### config.mk
export PLATFORM = sky130hd
export DESIGN_NAME = hbp_fifo
export DESIGN_NICKNAME = d
export VERILOG_FILES = /design/src/hw/rtl/huffman_bit_packer_core_assert.svh /design/src/hw/rtl/hbp_pkg.sv /design/src/hw/rtl/hbp_fifo.sv
export SDC_FILE = /design/constraint.sdc
export NUM_CORES = 1
export LEC_CHECK = 0
export CORE_AREA = 2 2 127 129
export DETAILED_ROUTE_END_ITERATION = 8
export DIE_AREA = 0 0 129 131
export DONT_BUFFER_PORTS = 1
export PLACE_DENSITY_LB_ADDON = 0.15
export SLEW_MARGIN = 15
export SYNTH_ARGS = -nofsm -noshare
export SYNTH_HDL_FRONTEND = slang
export SYNTH_SLANG_ARGS = --single-unit
### constraint.sdc
create_clock -name i_clk -period 2.25 [get_ports i_clk]
set_clock_uncertainty 0.1 [all_clocks]
set_input_delay 0.3375 -clock i_clk [delete_from_list [all_inputs] [get_ports i_clk]]
set_output_delay 0.3375 -clock i_clk [all_outputs]
set_load 0.01 [all_outputs]
### src/hw/rtl/huffman_bit_packer_core_assert.svh
// Assertion macros for the top-level core RTL file.
`ifndef HUFFMAN_BIT_PACKER_CORE_ASSERT_SVH
`define HUFFMAN_BIT_PACKER_CORE_ASSERT_SVH

`define HBP_ASSERT_IMPLIES(label, cond, expr) \
    label: assert property (@(posedge i_clk) disable iff (!i_rst_n) (cond) |-> (expr)) \
        else $error("hbp: implication check failed");

`define HBP_ASSERT_NEXT(label, cond, expr) \
    label: assert property (@(posedge i_clk) disable iff (!i_rst_n) (cond) |=> (expr)) \
        else $error("hbp: next-cycle check failed");

`endif

### src/hw/rtl/hbp_pkg.sv
`default_nettype none

package hbp_pkg;

    localparam int MAX_CODE_LEN = 32;
    localparam int SYMBOL_COUNT = 128;

    localparam int CODE_W    = 32;
    localparam int LEN_W     = 6;
    localparam int SYM_W     = 7;
    localparam int MODE_W    = 2;
    localparam int BYTE_W    = 8;
    localparam int PAD_W     = 3;
    localparam int LEN_LIMIT = (MAX_CODE_LEN > CODE_W) ? CODE_W : MAX_CODE_LEN;
    localparam int ADDR_W    = $clog2(SYMBOL_COUNT);
    localparam int ENTRY_W   = LEN_W + CODE_W;
    localparam int ACC_W     = (BYTE_W - 1) + LEN_LIMIT;
    localparam int TOT_W     = $clog2(ACC_W + 1);
    localparam int FIFO_DEPTH = 4;
    localparam int FIFO_AW   = $clog2(FIFO_DEPTH);

    localparam int S_TDATA_W = 48;
    localparam int M_TDATA_W = 16;

    localparam logic [MODE_W-1:0] MODE_LOAD   = 2'd0;
    localparam logic [MODE_W-1:0] MODE_ENCODE = 2'd1;
    localparam logic [MODE_W-1:0] MODE_FINISH = 2'd2;

    typedef enum logic {
        KIND_ENCODE,
        KIND_FINISH
    } t_kind;

    typedef struct packed {
        t_kind               kind;
        logic [LEN_W-1:0]    len;
        logic [CODE_W-1:0]   bits;
    } t_cmd;

    typedef struct packed {
        logic [BYTE_W-1:0] out_byte;
        logic              byte_valid;
        logic [PAD_W-1:0]  pad_bits;
        logic              end_of_stream;
        logic              last;
    } t_result;

endpackage

`default_nettype wire

### src/hw/rtl/hbp_fifo.sv
`default_nettype none

module hbp_fifo
    import hbp_pkg::*;
(
    input  wire logic i_clk,
    input  wire logic i_rst_n,
    input  wire logic i_push,
    input  wire t_cmd i_cmd,
    output logic      o_ready,
    input  wire logic i_pop,
    output t_cmd      o_cmd,
    output logic      o_valid
);

    t_cmd                 r_mem [FIFO_DEPTH];
    logic [FIFO_AW-1:0]   r_wptr;
    logic [FIFO_AW-1:0]   r_rptr;
    logic [FIFO_AW:0]     r_count;
    logic                 do_push;
    logic                 do_pop;

    assign o_ready = (r_count != (FIFO_AW+1)'(FIFO_DEPTH));
    assign o_valid = (r_count != '0);
    assign o_cmd   = r_mem[r_rptr];
    assign do_push = i_push && o_ready;
    assign do_pop  = i_pop && o_valid;

    always_ff @(posedge i_clk) begin
        if (!i_rst_n) begin
            r_wptr  <= '0;
            r_rptr  <= '0;
            r_count <= '0;
        end else begin
            if (do_push) begin
                r_wptr <= r_wptr + 1'b1;
            end
            if (do_pop) begin
                r_rptr <= r_rptr + 1'b1;
            end
            if (do_push && !do_pop) begin
                r_count <= r_count + 1'b1;
            end else if (do_pop && !do_push) begin
                r_count <= r_count - 1'b1;
            end
        end
    end

    always_ff @(posedge i_clk) begin
        if (do_push) begin
            r_mem[r_wptr] <= i_cmd;
        end
    end

endmodule

`default_nettype wire

-- Word-level counts from Yosys, hierarchy flattened
Memories as Yosys holds them, arrays and structs flattened. A register that Yosys moved wholly into a read port is not among the register bits.
Index checks and enable logic that the tools add are counted.
- add/sub/neg operators: 4
- equality and inequality tests: 1
- mux-type cells: 6
- reductions and logical operators: 8
- operators by type and width (operator ; number):
    $mux W3 ; 2
    $add A2 B1 Y2 const B ; 2
    $logic_and A1 B1 Y1 ; 4
    $mux W2 ; 2
    $add A3 B1 Y3 const B ; 1
    $ne A3 B3 Y1 const B ; 1
    $reduce_bool A3 Y1 ; 1
    $sub A3 B1 Y3 const B ; 1
    $logic_not A1 Y1 ; 2
    $mux W1 ; 2
    $reduce_bool A2 Y1 ; 1
- bits in registers: 7
- bits in writable memories: 156
- memories kept: 1
- memory list (name ; depth ; bits a word ; read ports ; clocked after memory_dff ; wr ports ; line ; text):
    r_mem ; 4 ; 39 ; 1 ; 1 ; 1 ; hbp_fifo.sv:16 ; t_cmd r_mem [FIFO_DEPTH];

-- Logic depth before layout (Yosys ltp)
- depth after elaboration: 6
- depth in mapped cells: 8

-- Worst setup path after synthesis
Ideal clock, no wire load.
- path kind: register to register
- start: register r_count[0]
- end: memory r_mem[2][0] in the netlist's numbering (enable)
- setup time: 0.400 ns
- arrival: 1.788 ns
- required time: 1.750 ns
- slack: -0.038 ns
- stages on the path, launching flop included: 4
- buffers on the path: 0
- period minus slack after synthesis: 2.288 ns
- cell sequence: dfxtp_1 > nor2_1 > a21boi_2 > and2_1
- longest elaborated chain between the ends: 4
- RTL lines (what ; line ; text):
    from (decl) ; hbp_fifo.sv:19 ; logic [FIFO_AW:0] r_count;
    from (signal assigned) ; hbp_fifo.sv:42 ; r_count <= r_count + 1'b1;
    from (signal assigned) ; hbp_fifo.sv:44 ; r_count <= r_count - 1'b1;
    $ne A3 B3 Y1 ; hbp_fifo.sv:23 ; assign o_ready = (r_count != (FIFO_AW+1)'(FIFO_DEPTH));
    $logic_and A1 B1 Y1 ; hbp_fifo.sv:26 ; assign do_push = i_push && o_ready;
    named net do_push ; hbp_fifo.sv:20 ; logic do_push;
    $mux W1 ; hbp_fifo.sv:50 ; if (do_push) begin
    $mux W1 (implied by the code) ; hbp_fifo.sv:51 ; r_mem[r_wptr] <= i_cmd;
    to (decl) ; hbp_fifo.sv:16 ;
The timed path passes the listed nets, and every way through them passes these cells.

-- Worst setup path after layout
- start: register r_count[0]
- end: register r_count[2]
- longest elaborated chain between the ends: 5
- elaborated cells on any way between the ends: 13
- RTL lines (what ; line ; text):
    $ne A3 B3 Y1 * ; hbp_fifo.sv:23 ;
    $logic_and A1 B1 Y1 * ; hbp_fifo.sv:26 ;
    named net do_push ; hbp_fifo.sv:20 ;
    $logic_not A1 Y1 ; hbp_fifo.sv:43 ; end else if (do_pop && !do_push) begin
    $logic_and A1 B1 Y1 ; hbp_fifo.sv:43 ;
    $reduce_bool A2 Y1 (no line) ; -- ;
Mark *: on every way through the listed nets, which the timed path passes. The rest lies on a longest branch. The select of a mux whose other input is x is not followed.
A chain may end at the register's enable or synchronous reset.

==> impl_metrics.csv <==
group,metric,value,unit
routing,drt_iter0_drc,142,
global_routing,grt_max_degree,21,
global_routing,grt_pass1_wl,16900,um
synth,synth_common_cells,"156 x edfxtp_1, 39 x mux4_2, 9 x dfxtp_1",
synth,synth_top_area_cell,"edfxtp_1",
floorplanning,start_util,0.391,
routing,firstDrtPassIters,4,
clocking,cts_tree,"yes",
place,finalWeightedCongestion,0.667,
synth,ys_ff_latch,165,
critical_path,crit_arrival,2.36,ns
place,portBuffers,0,
global_routing,grt_pass1_vias,2855,
place,place_hpwl,6380,um
clocking,post_cts_buffers,0,
cells_and_area,layout-drive-gt1-share,0.267,
cells_and_area,n_antenna_cell,0,
critical_path,slowest_stage,"dfxtp_2",
timing,worst_pin_slew,0.346,ns
critical_path,cp-start-kind,"register",
timing,rsz0062_at_grt,"false",
synth,synth_area,6100,um2
cells_and_area,num-fill-cells,1316,
job,drv_cap,0,
clocking,clkTransAtPathRegs,0.06,ns
clocking,clock_latency,0.41,ns
hold_path,min_path_type,"primary input to register",
critical_path,reg2reg_depth,8,
synth,async_flop_share,0,
synth,yosysMostFrequentCell,"edfxtp_1",
synth,synth_nets,300,
timing,clock.fmax,472,MHz
critical_path,startpoint,"r_count[0]$_SDFFE_PN0P_",
cells_and_area,final_cells,542,
routing,wirelength,11100,um
critical_path,critPathMaxFanout,6,
timing,finalMaxSlewViolations,0,
synth,yosysTopAreaCellShare,0.768,
status,outcome,"complete, no violations",
global_routing,track_usage,0.141,
power,power_density,1120,nW/um2
critical_path,r2r-end,"r_count[2]$_SDFFE_PN0P_",
global_routing,gr-total-overflow,0,
critical_path,cp_data_required_time,2.49,ns
floorplanning,rows,46,
power,total_power,8.33,mW
critical_path,r2r-start,"r_count[0]$_SDFFE_PN0P_",
clocking,cts_max_path_buffers,2,
synth,netlist_top_cells_area,"edfxtp_1 77%, mux4_2 14%, dfxtp_1 3.0%, ha_1 1.0%, and2_1 0.82%",
routing,viasPerCell,4.92,
synth,ys.flop_type,"edfxtp_1",
routing,num_vias,2667,
critical_path,path_class,"register to register",
clocking,clock_sinks,165,
routing,avgRoutedWirePerCell,20.5,um
critical_path,path_cells,"nor2_1 -> a21boi_2 -> ha_1 -> inv_1 -> fa_1 -> xor2_1 -> or3_1 -> a21boi_0",
cells_and_area,syn_to_final_growth,22.4,%
timing,relSlewSlack,0.769,
clocking,htree_num_levels,4,
synth,syn_avg_cell_area,24.3,um2
synth,synthCells,251,
cells_and_area,nNetsFinal,363,
floorplanning,io_pins,84,
timing,fin_crit_sh,0.942,
floorplanning,die_height,131,um
critical_path,reg2reg_slack,0.13,ns
power,ir_worst_vdd,499,uV
critical_path,critPathMaxStageDelay,0.41,ns
timing,finalCriticalPeriod,2.12,ns
power,p_leak,2.36,nW
timing,setup_viol,0,
synth,yosysWarnings,0,
clocking,cts_buffers,17,
routing,drc,0,
clocking,cts-root-buf,"clkbuf_16",
routing,drtAntennaViolNets,0,
floorplanning,dieArea,16900,um2
critical_path,end_kind,"register",
critical_path,crit_end,"r_count[2]$_SDFFE_PN0P_",
floorplanning,die_w,129,um
timing,final_hold_viol_count,0,
synth,ys_seq_area_frac,0.798,
global_routing,grt_antenna_before_repair,0,
synth,synth_edf_count,156,
timing,tns,0,ns
floorplanning,core_area,15600,um2
cells_and_area,fin_util,0.479,
synth,synth.lib_cells_used.distinct,23,
place,dp.cells,471,
==> where the power goes <==
part | leakage [nW] | switching, mW | internal [mW] | total [mW]
Sequential | 1.51 | 0.122 | 3.74 | 3.86
Combinational | 0.600 | 0.944 | 0.830 | 1.77
Clock | 0.258 | 1.08 | 1.62 | 2.70
Total | 2.36 | 2.15 | 6.18 | 8.33
==> logic make-up (layout without fill, tap and decap cells) <==
| group | after synthesis | count (layout) | synth area share |
|---|---|---|---|
| XOR/XNOR | 4 | 4 | 0.00575 |
| AND/OR/NAND/NOR | 17 | 17 | 0.0150 |
| buffers and inverters | 12 | 87 | 0.0115 |
| multiplexers | 42 | 42 | 0.149 |
| adder cells (fa/ha/maj) | 6 | 6 | 0.0135 |
| flip-flops | 165 | 165 | 0.798 |
| AO/OA/AOI/OAI | 5 | 5 | 0.00739 |
==> critical path, delay by kind of cell (launching register included) <==
kind                     cells  cell delay [ns]
adder cells (fa/ha/maj)      2             0.57
XOR/XNOR                     1             0.18
flip-flops                   1             0.41
AO/OA/AOI/OAI                2             0.34
AND/OR/NAND/NOR              2             0.39
buffers and inverters        1             0.06
==> registers in the layout, indices dropped and copies added (netlist names), named ones only <==
| name | flops |
|---|---|
| r_wptr | 2 |
| r_mem | 156 |
| r_rptr | 2 |
| r_count | 3 |
==> layer usage <==
| metal | global-route usage | part of all wire | wire length, um | up-vias |
|---|---|---|---|---|
| met5 | 0 | 0 | 0 | - |
| met4 | 0.0518 | 0.012 | 131 | 0 |
| met3 | 0.0554 | 0.051 | 562 | 11 |
| met2 | 0.208 | 0.47 | 5200 | 67 |
| met1 | 0.193 | 0.47 | 5210 | 1413 |
| li1 | - | - | - | 1176 |
==> through the flow <==
| step | worst slack (ns) | cell area [um2] | hold WS [ns] |
|---|---|---|---|
| 2_1_floorplan | 0.0745 | 6100 | 0.336 |
| 3_3_place_gp | 0.136 | 6500 | 0.337 |
| 3_5_place_dp | 0.0692 | 6500 | 0.337 |
| 4_1_cts | 0.0450 | 7450 | 0.139 |
| 5_1_grt | 0.00197 | 7460 | 0.134 |
| 6_report | 0.130 | 7460 | 0.127 |
==> worst min path at each step <==
stage | depth (start not counted) | startpoint | slack, ns | end
after detailed placement | 0 | i_cmd[26] | 0.34 | r_mem[3][26]$_DFFE_PP_
after global placement | 0 | i_cmd[14] | 0.34 | r_mem[3][14]$_DFFE_PP_
after global routing | 3 | i_pop | 0.13 | register
final | 3 | i_pop | 0.13 | register
after CTS | 3 | i_pop | 0.14 | register
after floorplan | 0 | i_cmd[0] | 0.34 | r_mem[0][0]$_DFFE_PP_
==> area by class of cell <==
class | instances | area (um2) | share of cell area
multi-input combinational | 74 | 1180 | 0.158
clock inverter | 10 | 109 | 0.0146
tap | 216 | 270 | 0.0362
sequential | 165 | 4870 | 0.653
timing repair buffer | 53 | 586 | 0.0784
clock buffer | 21 | 440 | 0.0590
inverter | 3 | 11.3 | 0.00151
==> layout by cell type (no fill, tap or decap), types with 3 or more instances in the layout <==
cell and instances:
xnor2_1 3, mux4_2 39, and2_2 4, ha_1 5, clkbuf_16 17, clkinvlp_4 3, buf_4 6, clkbuf_1 4
dfxtp_1 5, mux2i_1 3, inv_1 3, and2_1 4, buf_12 7, dfxtp_2 3, dlygate4sd3_1 40, edfxtp_1 156
nand2_1 5
==> what timing repair did <==
item                                   CTS  global route
setup endpoints to repair                0             1
endpoints found under the hold margin  165             0
hold buffers                            40             0
resized for setup                        0             3
Power figures use the tool's default switching activity.
