**src/hw/rtl/huffman_bit_packer_core_assert.svh**
```systemverilog
// Assertion macros for the top-level core RTL file.
`ifndef HUFFMAN_BIT_PACKER_CORE_ASSERT_SVH
`define HUFFMAN_BIT_PACKER_CORE_ASSERT_SVH

`define HBP_ASSERT_IMPLIES(label, cond, expr) \
    label: assert property (@(posedge i_clk) disable iff (!i_rst_n) (cond) |-> (expr)) \
        else $error("hbp: implication check failed");

`define HBP_ASSERT_NEXT(label, cond, expr) \
    label: assert property (@(posedge i_clk) disable iff (!i_rst_n) (cond) |=> (expr)) \
        else $error("hbp: next-cycle check failed");

`endif

```
**src/hw/rtl/hbp_pkg.sv**
```systemverilog
`default_nettype none

package hbp_pkg;

    localparam int MAX_CODE_LEN = 32;
    localparam int SYMBOL_COUNT = 128;

    localparam int CODE_W    = 32;
    localparam int LEN_W     = 6;
    localparam int SYM_W     = 7;
    localparam int MODE_W    = 2;
    localparam int BYTE_W    = 8;
    localparam int PAD_W     = 3;
    localparam int LEN_LIMIT = (MAX_CODE_LEN > CODE_W) ? CODE_W : MAX_CODE_LEN;
    localparam int ADDR_W    = $clog2(SYMBOL_COUNT);
    localparam int ENTRY_W   = LEN_W + CODE_W;
    localparam int ACC_W     = (BYTE_W - 1) + LEN_LIMIT;
    localparam int TOT_W     = $clog2(ACC_W + 1);
    localparam int FIFO_DEPTH = 4;
    localparam int FIFO_AW   = $clog2(FIFO_DEPTH);

    localparam int S_TDATA_W = 48;
    localparam int M_TDATA_W = 16;

    localparam logic [MODE_W-1:0] MODE_LOAD   = 2'd0;
    localparam logic [MODE_W-1:0] MODE_ENCODE = 2'd1;
    localparam logic [MODE_W-1:0] MODE_FINISH = 2'd2;

    typedef enum logic {
        KIND_ENCODE,
        KIND_FINISH
    } t_kind;

    typedef struct packed {
        t_kind               kind;
        logic [LEN_W-1:0]    len;
        logic [CODE_W-1:0]   bits;
    } t_cmd;

    typedef struct packed {
        logic [BYTE_W-1:0] out_byte;
        logic              byte_valid;
        logic [PAD_W-1:0]  pad_bits;
        logic              end_of_stream;
        logic              last;
    } t_result;

endpackage

`default_nettype wire

```
**src/hw/rtl/hbp_back.sv**
```systemverilog
`default_nettype none

module hbp_back
    import hbp_pkg::*;
(
    input  wire logic i_clk,
    input  wire logic i_rst_n,
    input  wire logic i_cmd_valid,
    input  wire t_cmd i_cmd,
    output logic      o_pop,
    output logic      o_valid,
    output t_result   o_result,
    input  wire logic i_ready
);

    logic [ACC_W-1:0]    r_acc;
    logic [ACC_W-1:0]    n_acc;
    logic [TOT_W-1:0]    r_total;
    logic [TOT_W-1:0]    n_total;
    logic                r_out_valid;
    logic                n_out_valid;
    t_result             r_out;
    t_result             n_out;
    logic                out_free;
    logic                draining;
    logic [2:0]          pend_cnt;
    logic [BYTE_W-2:0]   pend_mask;
    logic [BYTE_W-2:0]   pend;
    logic [TOT_W-1:0]    rest;
    logic [PAD_W-1:0]    pad;

    assign out_free  = !r_out_valid || i_ready;
    assign draining  = (r_total >= TOT_W'(BYTE_W));
    assign pend_cnt  = r_total[2:0];
    assign pend_mask = (7'(1) << pend_cnt) - 7'(1);
    assign pend      = r_acc[BYTE_W-2:0] & pend_mask;
    assign rest      = r_total - TOT_W'(BYTE_W);
    assign pad       = PAD_W'(4'(BYTE_W) - 4'(pend_cnt));

    assign o_pop = !draining && i_cmd_valid && ((i_cmd.kind == KIND_ENCODE) || out_free);

    always_comb begin
        n_acc       = r_acc;
        n_total     = r_total;
        n_out_valid = r_out_valid && !i_ready;
        n_out       = r_out;
        if (draining) begin
            if (out_free) begin
                n_out_valid = 1'b1;
                n_out       = '{out_byte: BYTE_W'(r_acc >> rest), byte_valid: 1'b1,
                                pad_bits: '0, end_of_stream: 1'b0,
                                last: (rest < TOT_W'(BYTE_W))};
                n_total     = rest;
            end
        end else if (o_pop) begin
            if (i_cmd.kind == KIND_ENCODE) begin
                n_acc   = (ACC_W'(pend) << i_cmd.len) | ACC_W'(i_cmd.bits);
                n_total = TOT_W'(pend_cnt) + TOT_W'(i_cmd.len);
            end else begin
                n_out_valid = 1'b1;
                if (pend_cnt != '0) begin
                    n_out = '{out_byte: BYTE_W'({1'b0, pend} << pad), byte_valid: 1'b1,
                              pad_bits: pad, end_of_stream: 1'b1, last: 1'b1};
                end else begin
                    n_out = '{out_byte: '0, byte_valid: 1'b0, pad_bits: '0,
                              end_of_stream: 1'b1, last: 1'b1};
                end
                n_acc   = '0;
                n_total = '0;
            end
        end
    end

    always_ff @(posedge i_clk) begin
        if (!i_rst_n) begin
            r_total     <= '0;
            r_out_valid <= 1'b0;
        end else begin
            r_total     <= n_total;
            r_out_valid <= n_out_valid;
        end
    end

    always_ff @(posedge i_clk) begin
        r_acc <= n_acc;
        r_out <= n_out;
    end

    assign o_valid  = r_out_valid;
    assign o_result = r_out;

endmodule

`default_nettype wire

```
**config.mk**
```make
export PLATFORM = sky130hd
export DESIGN_NAME = hbp_back
export DESIGN_NICKNAME = d
export VERILOG_FILES = /design/src/hw/rtl/huffman_bit_packer_core_assert.svh /design/src/hw/rtl/hbp_pkg.sv /design/src/hw/rtl/hbp_back.sv
export SDC_FILE = /design/constraint.sdc
export NUM_CORES = 1
export LEC_CHECK = 0
export BUFFER_PORTS_ARGS = -buffer_cell sky130_fd_sc_hd__buf_4
export CORE_UTILIZATION = 65
export CTS_BUF_LIST = sky130_fd_sc_hd__clkbuf_4
export DETAILED_ROUTE_END_ITERATION = 6
export GPL_TIMING_DRIVEN = 0
export PLACE_DENSITY = 0.88
export SLEW_MARGIN = 25
export SYNTH_ARGS = -nofsm -noshare
export SYNTH_HDL_FRONTEND = slang
export SYNTH_SLANG_ARGS = --single-unit
export TNS_END_PERCENT = 1
```
**constraint.sdc**
```tcl
create_clock -name i_clk -period 6.3 [get_ports i_clk]
set_clock_uncertainty 0.05 [all_clocks]
set_input_delay 1.26 -clock i_clk [delete_from_list [all_inputs] [get_ports i_clk]]
set_output_delay 1.26 -clock i_clk [all_outputs]
set_load 0.1 [all_outputs]
```
Yosys cells after proc, flatten, opt, wreduce, memory -nomap -nowiden
Cells that the tools add are included.

word-level totals
  register bits after elaboration = 60
  bits in latches = 0
  RAM bits = 0
  ROM bits = 0
  bits of input ports = 43
  logic and storage cells = 50
  memories kept = 0

cells by class
  add/sub/neg operators = 4
  multiply operators = 0
  divide/modulo/power cells = 0
  $lt $le $gt $ge = 2
  equality and inequality tests = 1
  shift operators = 4
  muxes and demuxes = 13
  bitwise operators = 4
  reductions and logical operators = 14

operators with widths
  operator               number
  $mux W14               5
  $or A39 B32 Y39        1
  $shl A7 B6 Y39         1
  $shr A39 B6 Y8         1
  $mux W6                4
  $shl A7 B3 Y8          1
  $and A7 B7 Y7          1
  $shl A1 B3 Y7 const A  1
  $sub A7 B2 Y7 const B  1
  $add A3 B6 Y6          1
  $ge A6 B4 Y1 const B   1
  $lt A6 B4 Y1 const B   1
  $sub A6 B4 Y6 const B  1
  $mux W1                4
  $reduce_and A2 Y1      2
  $reduce_bool A2 Y1     2
  $logic_and A1 B1 Y1    3
  $logic_not A1 Y1       3
  $reduce_and A3 Y1      1
  $reduce_bool A3 Y1     1
  $sub A1 B3 Y3 const A  1
  $logic_or A1 B1 Y1     2
  $ne A2 B2 Y1 const B   1
  $not A1 Y1             2

Depth between registers and ports, before layout
Gate-level depths: netlist of run 1.

  word-level depth = 8
  mapped depth = 17
  mapped depth without buffers = 12

Least setup slack after synthesis of run 1
Ideal clock, no wire load.

  path type = flip-flop to flip-flop
  start = register r_total[0]
  end = register r_acc[10] (data pin)
  setup time = 0.270 ns
  arrival time = 3.530 ns
  required time = 5.980 ns
  slack = 2.450 ns
  cell stages (with the launch flop) = 18
  clock period less this slack = 3.850 ns
  cell sequence = dfxtp_1 > buf_4 > buf_4 > inv_1 > buf_2 > buf_2 > buf_2 > ha_1 > ha_1 > inv_1 > ha_1 > or3b_1 > a32o_1 > mux2_2 > o31ai_1 > mux2i_1 > a22oi_1 > a211oi_1

on the way
  longest elaborated chain between the ends = 5

RTL lines
  item                    RTL line        RTL
  start, declared         hbp_back.sv:18  logic [TOT_W-1:0] r_total;
  start signal, assigned  hbp_back.sv:79  r_total <= n_total;
  $shl A1 B3 Y7           hbp_back.sv:35  assign pend_mask = (7'(1) << pend_cnt) - 7'(1);
  $sub A7 B2 Y7           hbp_back.sv:35
  $and A7 B7 Y7           hbp_back.sv:36  assign pend = r_acc[BYTE_W-2:0] & pend_mask;
  $shl A7 B6 Y39          hbp_back.sv:57  n_acc = (ACC_W'(pend) << i_cmd.len) | ACC_W'(i_cmd.bits);
  $or A39 B32 Y39         hbp_back.sv:57
  end signal, assigned    hbp_back.sv:85  r_acc <= n_acc;
  end, declared           hbp_back.sv:16  logic [ACC_W-1:0] r_acc;

No other way between the ends.
A chain may end at the register's enable or synchronous reset.

Worst setup path in the final report of run 1
  start = register r_total[0]
  end = register r_acc[17] (data pin)

Same word-level chain as after synthesis.

==> results of run 1 <==
## layer usage
metal | global-route usage | wire length, um | vias up
li1 | - | - | 2382
met1 | 0.5031 | 6343 | 2483
met2 | 0.6691 | 8059 | 534
met3 | 0.08414 | 2064 | 121
met4 | 0.2577 | 1177 | 0
met5 | 0 | 0 | -
## cells by family (layout without fill, tap and decap cells)
family                   count (synthesis)  after routing
AND/OR/NAND/NOR                        205            205
AO/OA/AOI/OAI                          177            177
buffers and inverters                   68            139
flip-flops                              60             60
multiplexers                            59             59
adder cells (fa/ha/maj)                 13             13
XOR/XNOR                                 6              6
## sequential cells by signal, summed over array words and instances (netlist names)
| signal | count |
|---|---|
| o_valid | 1 |
| r_acc | 39 |
| o_result | 14 |
| r_total | 6 |
## placed cells by master (no fill, tap or decap), types with 13 or more instances in the layout
master and count:
nand3_1 17, buf_4 58, mux4_2 28, nor2b_1 20
nor2_1 67, edfxtp_1 53, a31oi_1 13, o21ai_0 18
nand2_1 45, buf_2 14, mux2i_1 20, inv_1 21
a21oi_1 52
## where the power goes
group	internal, mW	total, mW	switching (mW)
sequential	0.623	0.713	0.0901
clock	0.164	0.333	0.170
combinational	0.512	1.60	1.09
## through the flow
stage	total power, mW	area (sq um)	hold WS (ps)	cells
final	2.650	6240	495.5	764
after CTS	2.598	6237	492.7	764
after global routing	2.758	6240	525.8	764
after detailed placement	2.268	6071	464.6	748
after floorplan	1.894	5522	437.3	588
after global placement	2.226	6066	458.3	748
## area by class of cell
class	count	area (sq um)	area share
Tap cell	105	131.4	0.02105
Inverter	24	91.34	0.01464
Timing Repair Buffer	55	412.9	0.06617
Buffer	44	312.8	0.05013
Clock inverter	7	98.84	0.01584
Clock buffer	9	67.56	0.01083
Multi-Input combinational cell	460	3393	0.5438
Sequential cell	60	1732	0.2775
## worst max-delay path by stage
stage,start,end,depth (start not counted)
finish,r_total[0],r_acc[17],17
global route,r_total[0],r_acc[17],17
CTS,r_total[0],r_acc[17],17
detailed placement,r_total[0],r_acc[17],15
global placement,r_total[0],r_acc[17],15
floorplan,r_total[0],r_acc[10],17
## worst reg2reg max path: cells and delay by family, from the launching register on
| family | cells | cell delay [ps] |
|---|---|---|
| AOI/OAI and AO/OA | 3 | 580 |
| and+or+nand+nor | 3 | 1100 |
| adders and majority gates | 3 | 980 |
| muxes | 1 | 290 |
| buffers and inverters | 7 | 1460 |
| DFF | 1 | 400 |
==> results_dict.tcl, run 1 <==
set metrics [dict create \
    status "finished, final reports clean" \
    end_kind "flop" \
    synth_area_leaders "edfxtp_1, mux4_2, a21oi_1" \
    yosysMostFrequentCell "nor2_1" \
    critical_path.cell_chain "buf_4, buf_4, inv_1, buf_2, buf_2, buf_2, ha_1, ha_1, inv_1, ha_1, nor2b_1, mux2i_1, nor3_1, a211oi_1, nor2_1, o211ai_1, o32ai_1" \
    yosysWarnings 0 \
    drt_iter0_drc 756 \
    tritoncts "done" \
    fin_crit_ps 5119 \
    r2r_slack_ps 1180 \
    die_area_sq_mm 0.008867 \
    cp_data_required_time_ps 6420 \
    crit_buf_inv 7 \
    cpPeakStageDelay_ps 550 \
    ys_types 85 \
    ff2ff_path_depth 17 \
    worstMarginPinSlew_ps 843.7 \
    cts_resized 0 \
    arrival_ps 5240 \
    grt_usage 0.4138 \
    diodes 0 \
    vias 5520 \
    utilization 0.7594 \
    ys_ff_latch 60 \
    num_rows 33 \
    synthMuxAreaShare 0.1743 \
    synth_top_area_cell "edfxtp_1" \
    route.detailed.drc 0 \
    placeableCoreArea_sq_mm 0.008217 \
    cts_inserted_buffers 9 \
    synthSimpleGateAreaFrac 0.1820 \
    dieHeight_um 94.17 \
    p_leak_nw 2.297 \
    n_fill_cell 575 \
    min_to "r_total[4]" \
    nets 710 \
    vdd_drop_max_uv 229.9 \
    worstHoldStart "r_total[4]" \
    drtPass1Iterations 6 \
    grt_max_degree 40 \
    fin_setup_tns_ps 0 \
    reg2reg_to "r_acc[17]" \
    syn_nets 644 \
    cp_top_family "buffers and inverters" \
    p_per_area_mw_per_mm2 424.7 \
    grt_pass1_wl_mm 27.41 \
    synthXorXnorAreaFrac 0.009517 \
    path_clk_slew_ps 130 \
    routedWlPerCell_um 23.09 \
    synthesis.area_sq_mm 0.005522 \
    synth_compound_area_frac 0.2166 \
    startpoint_type "flop" \
    synth.top_cell.area_share 0.2882 \
    worst_hold_path.num_cells 1 \
    cpMaxStageDelayCell "nor3_1" \
    die_w_um 94.17 \
    start_util 0.6720 \
    synthCells 588 \
    gp_congestion 1.016 \
    drive_gt1_frac 0.2489 \
    reg2reg_from "r_total[0]" \
    avgSynthCellArea_sq_um 9.390 \
    synth_edf_count 53 \
    ys.flop_type "edfxtp_1" \
    clk_latency_ps 440 \
    root_buffer "clkbuf_4" \
    grt_pass1_vias 5128 \
    slew_viol_final 0 \
    io_buffers 55 \
    path_class "reg2reg" \
    hold_violations 0 \
    setup_slack_ps 1181 \
    rsz0062_at_grt "false" \
    cts_buffer_depth 2 \
    yosysSeqAreaShare 0.3136 \
    critPathMaxFanout 11 \
    cap_violations 0 \
    hold_class "reg2reg" \
    antenna_found_initial 0 \
    synthTopCellsByCount "nor2_1, edfxtp_1, a21oi_1" \
    setup_viol 0 \
    routed_via_density 7.225 \
    timing.final.crit_share 0.8125 \
    synthArstFlopShare 0 \
    synth_fa_ha_area_frac 0.03082 \
    htreeDepth 3 \
    ios 59 \
    fmax_mhz 195.4 \
    post-place-ws_ps 1385 \
    syn_to_final_growth_pct 13.01 \
    hpwl_mm 13.56 \
    hold_buffers 0 \
    cts.sinks 60 \
    slew_headroom 0.4332 \
    antenna_left 0 \
    synth_top_family_by_area "compound AO/OA/AOI/OAI gates" \
    grt-ovfl-total 0 \
    cts_setup_buffers 0 \
    wl_mm 17.64 \
]
No activity file was read; power rests on OpenSTA's default activity.
==> run 2, diff against run 1 <==
--- a/config.mk
+++ b/config.mk
@@ -6,11 +6,11 @@
 export NUM_CORES = 1
 export LEC_CHECK = 0
 export BUFFER_PORTS_ARGS = -buffer_cell sky130_fd_sc_hd__buf_4
-export CORE_UTILIZATION = 65
+export CORE_UTILIZATION = 62
 export CTS_BUF_LIST = sky130_fd_sc_hd__clkbuf_4
 export DETAILED_ROUTE_END_ITERATION = 6
 export GPL_TIMING_DRIVEN = 0
-export PLACE_DENSITY = 0.88
+export PLACE_DENSITY = 0.85
 export SLEW_MARGIN = 25
 export SYNTH_ARGS = -nofsm -noshare
 export SYNTH_HDL_FRONTEND = slang
==> constraint.sdc (replaced) <==
create_clock -name i_clk -period 4.8 [get_ports i_clk]
set_clock_uncertainty 0.05 [all_clocks]
set_input_delay 0.96 -clock i_clk [delete_from_list [all_inputs] [get_ports i_clk]]
set_output_delay 0.96 -clock i_clk [all_outputs]
set_load 0.1 [all_outputs]
==> run 2 against run 1 <==
Hold slack improved by 15 ps. Critical path depth unchanged. Sequential share of layout area is 0.16 points lower. Die area is 4.7% higher.
==> results_dict.tcl, run 2 (synthesized netlist as in run 1, its figures left out) <==
set metrics [dict create \
    start_util 0.6362 \
    p_leak_nw 2.305 \
    cts.sinks 60 \
    vdd_drop_max_uv 368.5 \
    cap_violations 0 \
    status "finished, final reports clean" \
    wl_mm 16.89 \
    end_kind "flop" \
    antenna_found_initial 0 \
    mostFrequentLayoutCell "nor2_1" \
    gp_congestion 1.004 \
    place_inst 751 \
    grt_pass1_wl_mm 25.60 \
    grt_max_degree 40 \
    fin_area_sq_mm 0.006280 \
    worstMarginPinSlew_ps 1030 \
    grt_pass1_vias 4833 \
    reg2reg_from "r_total[0]" \
    largest_register_ffs 39 \
    drtPass1Iterations 5 \
    ios 59 \
    cts_inserted_buffers 9 \
    cpPeakStageDelay_ps 420 \
    cp_data_required_time_ps 4960 \
    fmax_mhz 210.8 \
    io_buffers 55 \
    setup_slack_ps 56.01 \
    die_area_sq_mm 0.009287 \
    power.total_mw 3.484 \
    routed_via_density 6.866 \
    tritoncts "done" \
    antenna_left 0 \
    arrival_ps 4910 \
    min_to "r_total[4]" \
    startpoint_type "flop" \
    cpMaxStageDelayCell "dfxtp_2" \
    hold_violations 0 \
    vias 5273 \
    grt-ovfl-total 0 \
    crit_cells 17 \
    setup_viol 0 \
    placeableCoreArea_sq_mm 0.008678 \
    cts_buffer_depth 2 \
    path_clk_slew_ps 130 \
    critical_path.cell_chain "buf_4, buf_4, inv_1, buf_2, buf_2, buf_2, ha_1, ha_1, inv_1, ha_1, nor4bb_1, a32o_1, mux2_2, o31ai_1, mux2i_1, a22oi_2, a211oi_1" \
    p_per_area_mw_per_mm2 554.8 \
    root_buffer "clkbuf_4" \
    r2r_slack_ps 60 \
    worst_hold_path.num_cells 1 \
    rsz0062_at_grt "true" \
    ff2ff_path_depth 17 \
    nets 711 \
    final_cell_mix "nor2_1, buf_4, edfxtp_1" \
    hpwl_mm 12.97 \
    slew_viol_final 0 \
    grt_usage 0.3786 \
    instances_no_fill 768 \
    utilization 0.7236 \
    timing.final.crit_share 0.9883 \
    crit_buf_inv 7 \
    routedWlPerCell_um 22.00 \
    hold_class "reg2reg" \
    post-place-ws_ps -4.086 \
    num_rows 34 \
    die_w_um 96.37 \
    drt_iter0_drc 622 \
    fin_crit_ps 4744 \
    critPathMaxFanout 11 \
    worstHoldStart "r_total[4]" \
    htreeDepth 3 \
    reg2reg_to "r_acc[10]" \
    clk_latency_ps 420 \
    hold_buffers 0 \
    diodes 0 \
    route.detailed.drc 0 \
    slew_headroom 0.3079 \
    top_register "r_acc" \
    dieHeight_um 96.37 \
    cp_top_family "buffers and inverters" \
    path_class "reg2reg" \
    syn_to_final_growth_pct 13.73 \
    place_area_sq_mm 0.006070 \
    drive_gt1_frac 0.2606 \
]
[run 2: worst max path at each step]
stage                      endpoint  startpoint  slack [ps]
after detailed placement   r_acc[9]  r_total[0]          -4
final                     r_acc[10]  r_total[0]          60
after global routing      r_acc[18]  r_total[0]         -60
after global placement     r_acc[9]  r_total[0]           3
after CTS                 r_acc[21]  r_total[0]           8
after floorplan           r_acc[10]  r_total[0]         950
[run 2: timing repair]
action,in CTS,in global routing
buffers inserted,0,1
pin swaps,0,0
gates resized for setup,1,7
hold endpoints to repair,0,0
endpoints found under the setup margin,1,28
cloned,0,0
[run 2: final cells by class]
cell class	count	area [sq um]
inverters	24	91.34
clock buffers	9	67.56
repair buffers	56	420.4
plain buffers	44	312.8
clock inverters	7	97.59
fillers	675	2399
flip-flops and latches	60	1733
well taps	108	135.1
multi-input cells	460	3422
[run 2: stage by stage]
step	hold slack (ps)	TNS (ps)
finish	510.3	0
global route	519.3	-258.3
CTS	512.1	0
detailed placement	487.9	-4.086
global placement	458.3	0
floorplan	437.3	0
[run 2: per-layer routing]
| layer | routed length (um) | share of wire | track usage | vias up |
|---|---|---|---|---|
| met1 | 6528 | 0.39 | 0.4917 | 2405 |
| li1 | - | - | - | 2381 |
| met3 | 1609 | 0.095 | 0.06964 | 82 |
| met5 | 0 | 0 | 0 | - |
| met2 | 7707 | 0.46 | 0.5845 | 405 |
| met4 | 1046 | 0.062 | 0.2390 | 0 |
[run 2: power by group]
| group | switching [mW] | internal, mW |
|---|---|---|
| combinational | 1.43 | 0.677 |
| sequential | 0.121 | 0.819 |
| clock | 0.225 | 0.215 |
| total | 1.77 | 1.71 |
[run 2: worst reg2reg max path, stage by stage (launching register included)]
cell and delay (ps):
dfxtp_2 420, buf_4 240, buf_4 240, inv_1 90
buf_2 190, buf_2 200, buf_2 220, ha_1 260
ha_1 330, inv_1 170, ha_1 270, nor4bb_1 390
a32o_1 350, mux2_2 190, o31ai_1 140, mux2i_1 350
a22oi_2 120, a211oi_1 320
==> run 3, diff against run 2 <==
--- a/config.mk
+++ b/config.mk
@@ -6,11 +6,13 @@
 export NUM_CORES = 1
 export LEC_CHECK = 0
 export BUFFER_PORTS_ARGS = -buffer_cell sky130_fd_sc_hd__buf_4
-export CORE_UTILIZATION = 62
+export CELL_PAD_IN_SITES_DETAIL_PLACEMENT = 2
+export CELL_PAD_IN_SITES_GLOBAL_PLACEMENT = 2
+export CORE_UTILIZATION = 39
 export CTS_BUF_LIST = sky130_fd_sc_hd__clkbuf_4
 export DETAILED_ROUTE_END_ITERATION = 6
 export GPL_TIMING_DRIVEN = 0
-export PLACE_DENSITY = 0.85
+export PLACE_DENSITY = 0.84
 export SLEW_MARGIN = 25
 export SYNTH_ARGS = -nofsm -noshare
 export SYNTH_HDL_FRONTEND = slang
==> constraint.sdc (replaced) <==
create_clock -name i_clk -period 5.1 [get_ports i_clk]
set_clock_uncertainty 0.05 [all_clocks]
set_input_delay 1.02 -clock i_clk [delete_from_list [all_inputs] [get_ports i_clk]]
set_output_delay 1.02 -clock i_clk [all_outputs]
set_load 0.1 [all_outputs]
==> run 3 against run 2 <==
Die area up 58%. Critical endpoint is now r_acc[26]. Critical path depth shrank 2. Critical path type unchanged. Maximum frequency decreased by 2.0%. Highest routed layer unchanged. First-iteration DRC count shrank 34%. Largest power group unchanged.
==> results_dict.tcl, run 3 (synthesized netlist as in run 1, its figures left out) <==
set metrics [dict create \
    whs_ps 508.5 \
    p_per_area_mw_per_mm2 530.8 \
    top_register "r_acc" \
    cpMaxStageDelayCell "dfxtp_1" \
    start_util 0.3993 \
    htreeDepth 3 \
    clk_latency_ps 450 \
    final_cell_mix "nor2_1, buf_4, edfxtp_1" \
    io_buffers 55 \
    path_clk_slew_ps 130 \
    largest_register_ffs 39 \
    instances_no_fill 839 \
    vdd_drop_max_uv 188.5 \
    hold_class "reg2reg" \
    critical_path.cell_chain "buf_2, buf_2, buf_2, inv_1, ha_1, ha_2, inv_1, ha_1, or3b_1, a32o_1, mux2_2, o31ai_1, mux2i_2, a22oi_1, a211oi_1" \
    slew_viol_final 0 \
    cpPeakStageDelay_ps 570 \
    wl_mm 23.07 \
    setup_slack_ps 257.7 \
    antenna_left 0 \
    worst_hold_path.num_cells 1 \
    ios 59 \
    status "finished, final reports clean" \
    mostFrequentLayoutCell "nor2_1" \
    drive_gt1_frac 0.2584 \
    hold_buffers 0 \
    dieHeight_um 121.0 \
    hold_violations 0 \
    post-place-ws_ps -75.40 \
    arrival_ps 4970 \
    drt_iter0_drc 408 \
    r2r_slack_ps 260 \
    die_w_um 121.0 \
    cts.sinks 60 \
    ff2ff_path_depth 15 \
    cts_inserted_buffers 9 \
    critPathMaxFanout 10 \
    setup_viol 0 \
    gp_congestion 0.9777 \
    grt_pass1_wl_mm 34.87 \
    grt_max_degree 40 \
    rsz0062_at_grt "false" \
    grt_usage 0.3260 \
    path_class "reg2reg" \
    slew_headroom 0.2972 \
    n_fill_cell 1478 \
    place_inst 823 \
    cap_violations 0 \
    nets 711 \
    worstMarginPinSlew_ps 1046 \
    tritoncts "done" \
    routed_via_density 6.507 \
    root_buffer "clkbuf_4" \
    vias 5459 \
    utilization 0.4596 \
    timing.final.crit_share 0.9495 \
    startpoint_type "flop" \
    fmax_mhz 206.5 \
    syn_to_final_growth_pct 15.09 \
    num_rows 43 \
    grt_pass1_vias 5741 \
    route.detailed.drc 0 \
    hpwl_mm 18.62 \
    drtPass1Iterations 5 \
    placeableCoreArea_sq_mm 0.01383 \
    routedWlPerCell_um 27.50 \
    end_kind "flop" \
    cpMostUsedCell "buf_2" \
    die_area_sq_mm 0.01464 \
    antenna_found_initial 1 \
    cp_data_required_time_ps 5230 \
    fin_setup_tns_ps 0 \
    cts_buffer_depth 2 \
    p_leak_nw 2.289 \
    grt-ovfl-total 0 \
    fin_crit_ps 4842 \
]
## run 3: report_power, final
| part | switching, mW | internal (mW) |
|---|---|---|
| sequential | 0.126 | 0.771 |
| combinational | 1.44 | 0.639 |
| clock | 0.206 | 0.192 |
## run 3: area by class of cell
| class | instances | area (sq um) | share of cell area |
|---|---|---|---|
| clock inverter | 5 | 78.83 | 0.01240 |
| tap | 180 | 225.2 | 0.03544 |
| antenna | 1 | 2.502 | 0.0003938 |
| multi-input combinational | 460 | 3423 | 0.5387 |
| clock buffer | 9 | 67.56 | 0.01063 |
| sequential | 60 | 1733 | 0.2727 |
| buffer | 44 | 312.8 | 0.04922 |
| inverter | 24 | 91.34 | 0.01437 |
| timing repair buffer | 56 | 420.4 | 0.06615 |
## run 3: timing repair
action                                  4_1_cts  5_1_grt
pin swaps                                     0        1
resized for setup                             2        7
endpoints found under the setup margin        3       20
setup buffers                                 0        1
## run 3: routing by layer
metal / share of wire / up-vias / track usage / wire [um]
li1: - / 2378 / - / -
met1: 0.40 / 2717 / 0.3983 / 9215
met2: 0.50 / 284 / 0.5550 / 11490
met3: 0.054 / 80 / 0.04135 / 1235
met4: 0.049 / 0 / 0.1813 / 1128
met5: 0 / - / 0 / 0
## run 3: final timing paths
kind	start	end
hold / removal	r_total[4]	r_total[4]
hold reg to reg	r_total[4]	r_total[4]
setup / recovery	r_total[1]	r_acc[26]
setup reg to reg	r_total[1]	r_acc[26]
## run 3: through the flow
step           power, mW  area, sq um
2_1_floorplan      2.339         5522
3_3_place_gp       2.832         6160
3_5_place_dp       2.942         6160
4_1_cts            3.342         6314
5_1_grt            3.514         6355
6_report           3.373         6355
## run 3: critical path: cells and delay by family, from the launching register on
kind                       cells  cell delay [ps]
adders and majority gates      3              790
muxes                          2              560
buffers and inverters          5             1270
and+or+nand+nor                1              370
DFF                            1              570
AOI/OAI and AO/OA              4              940
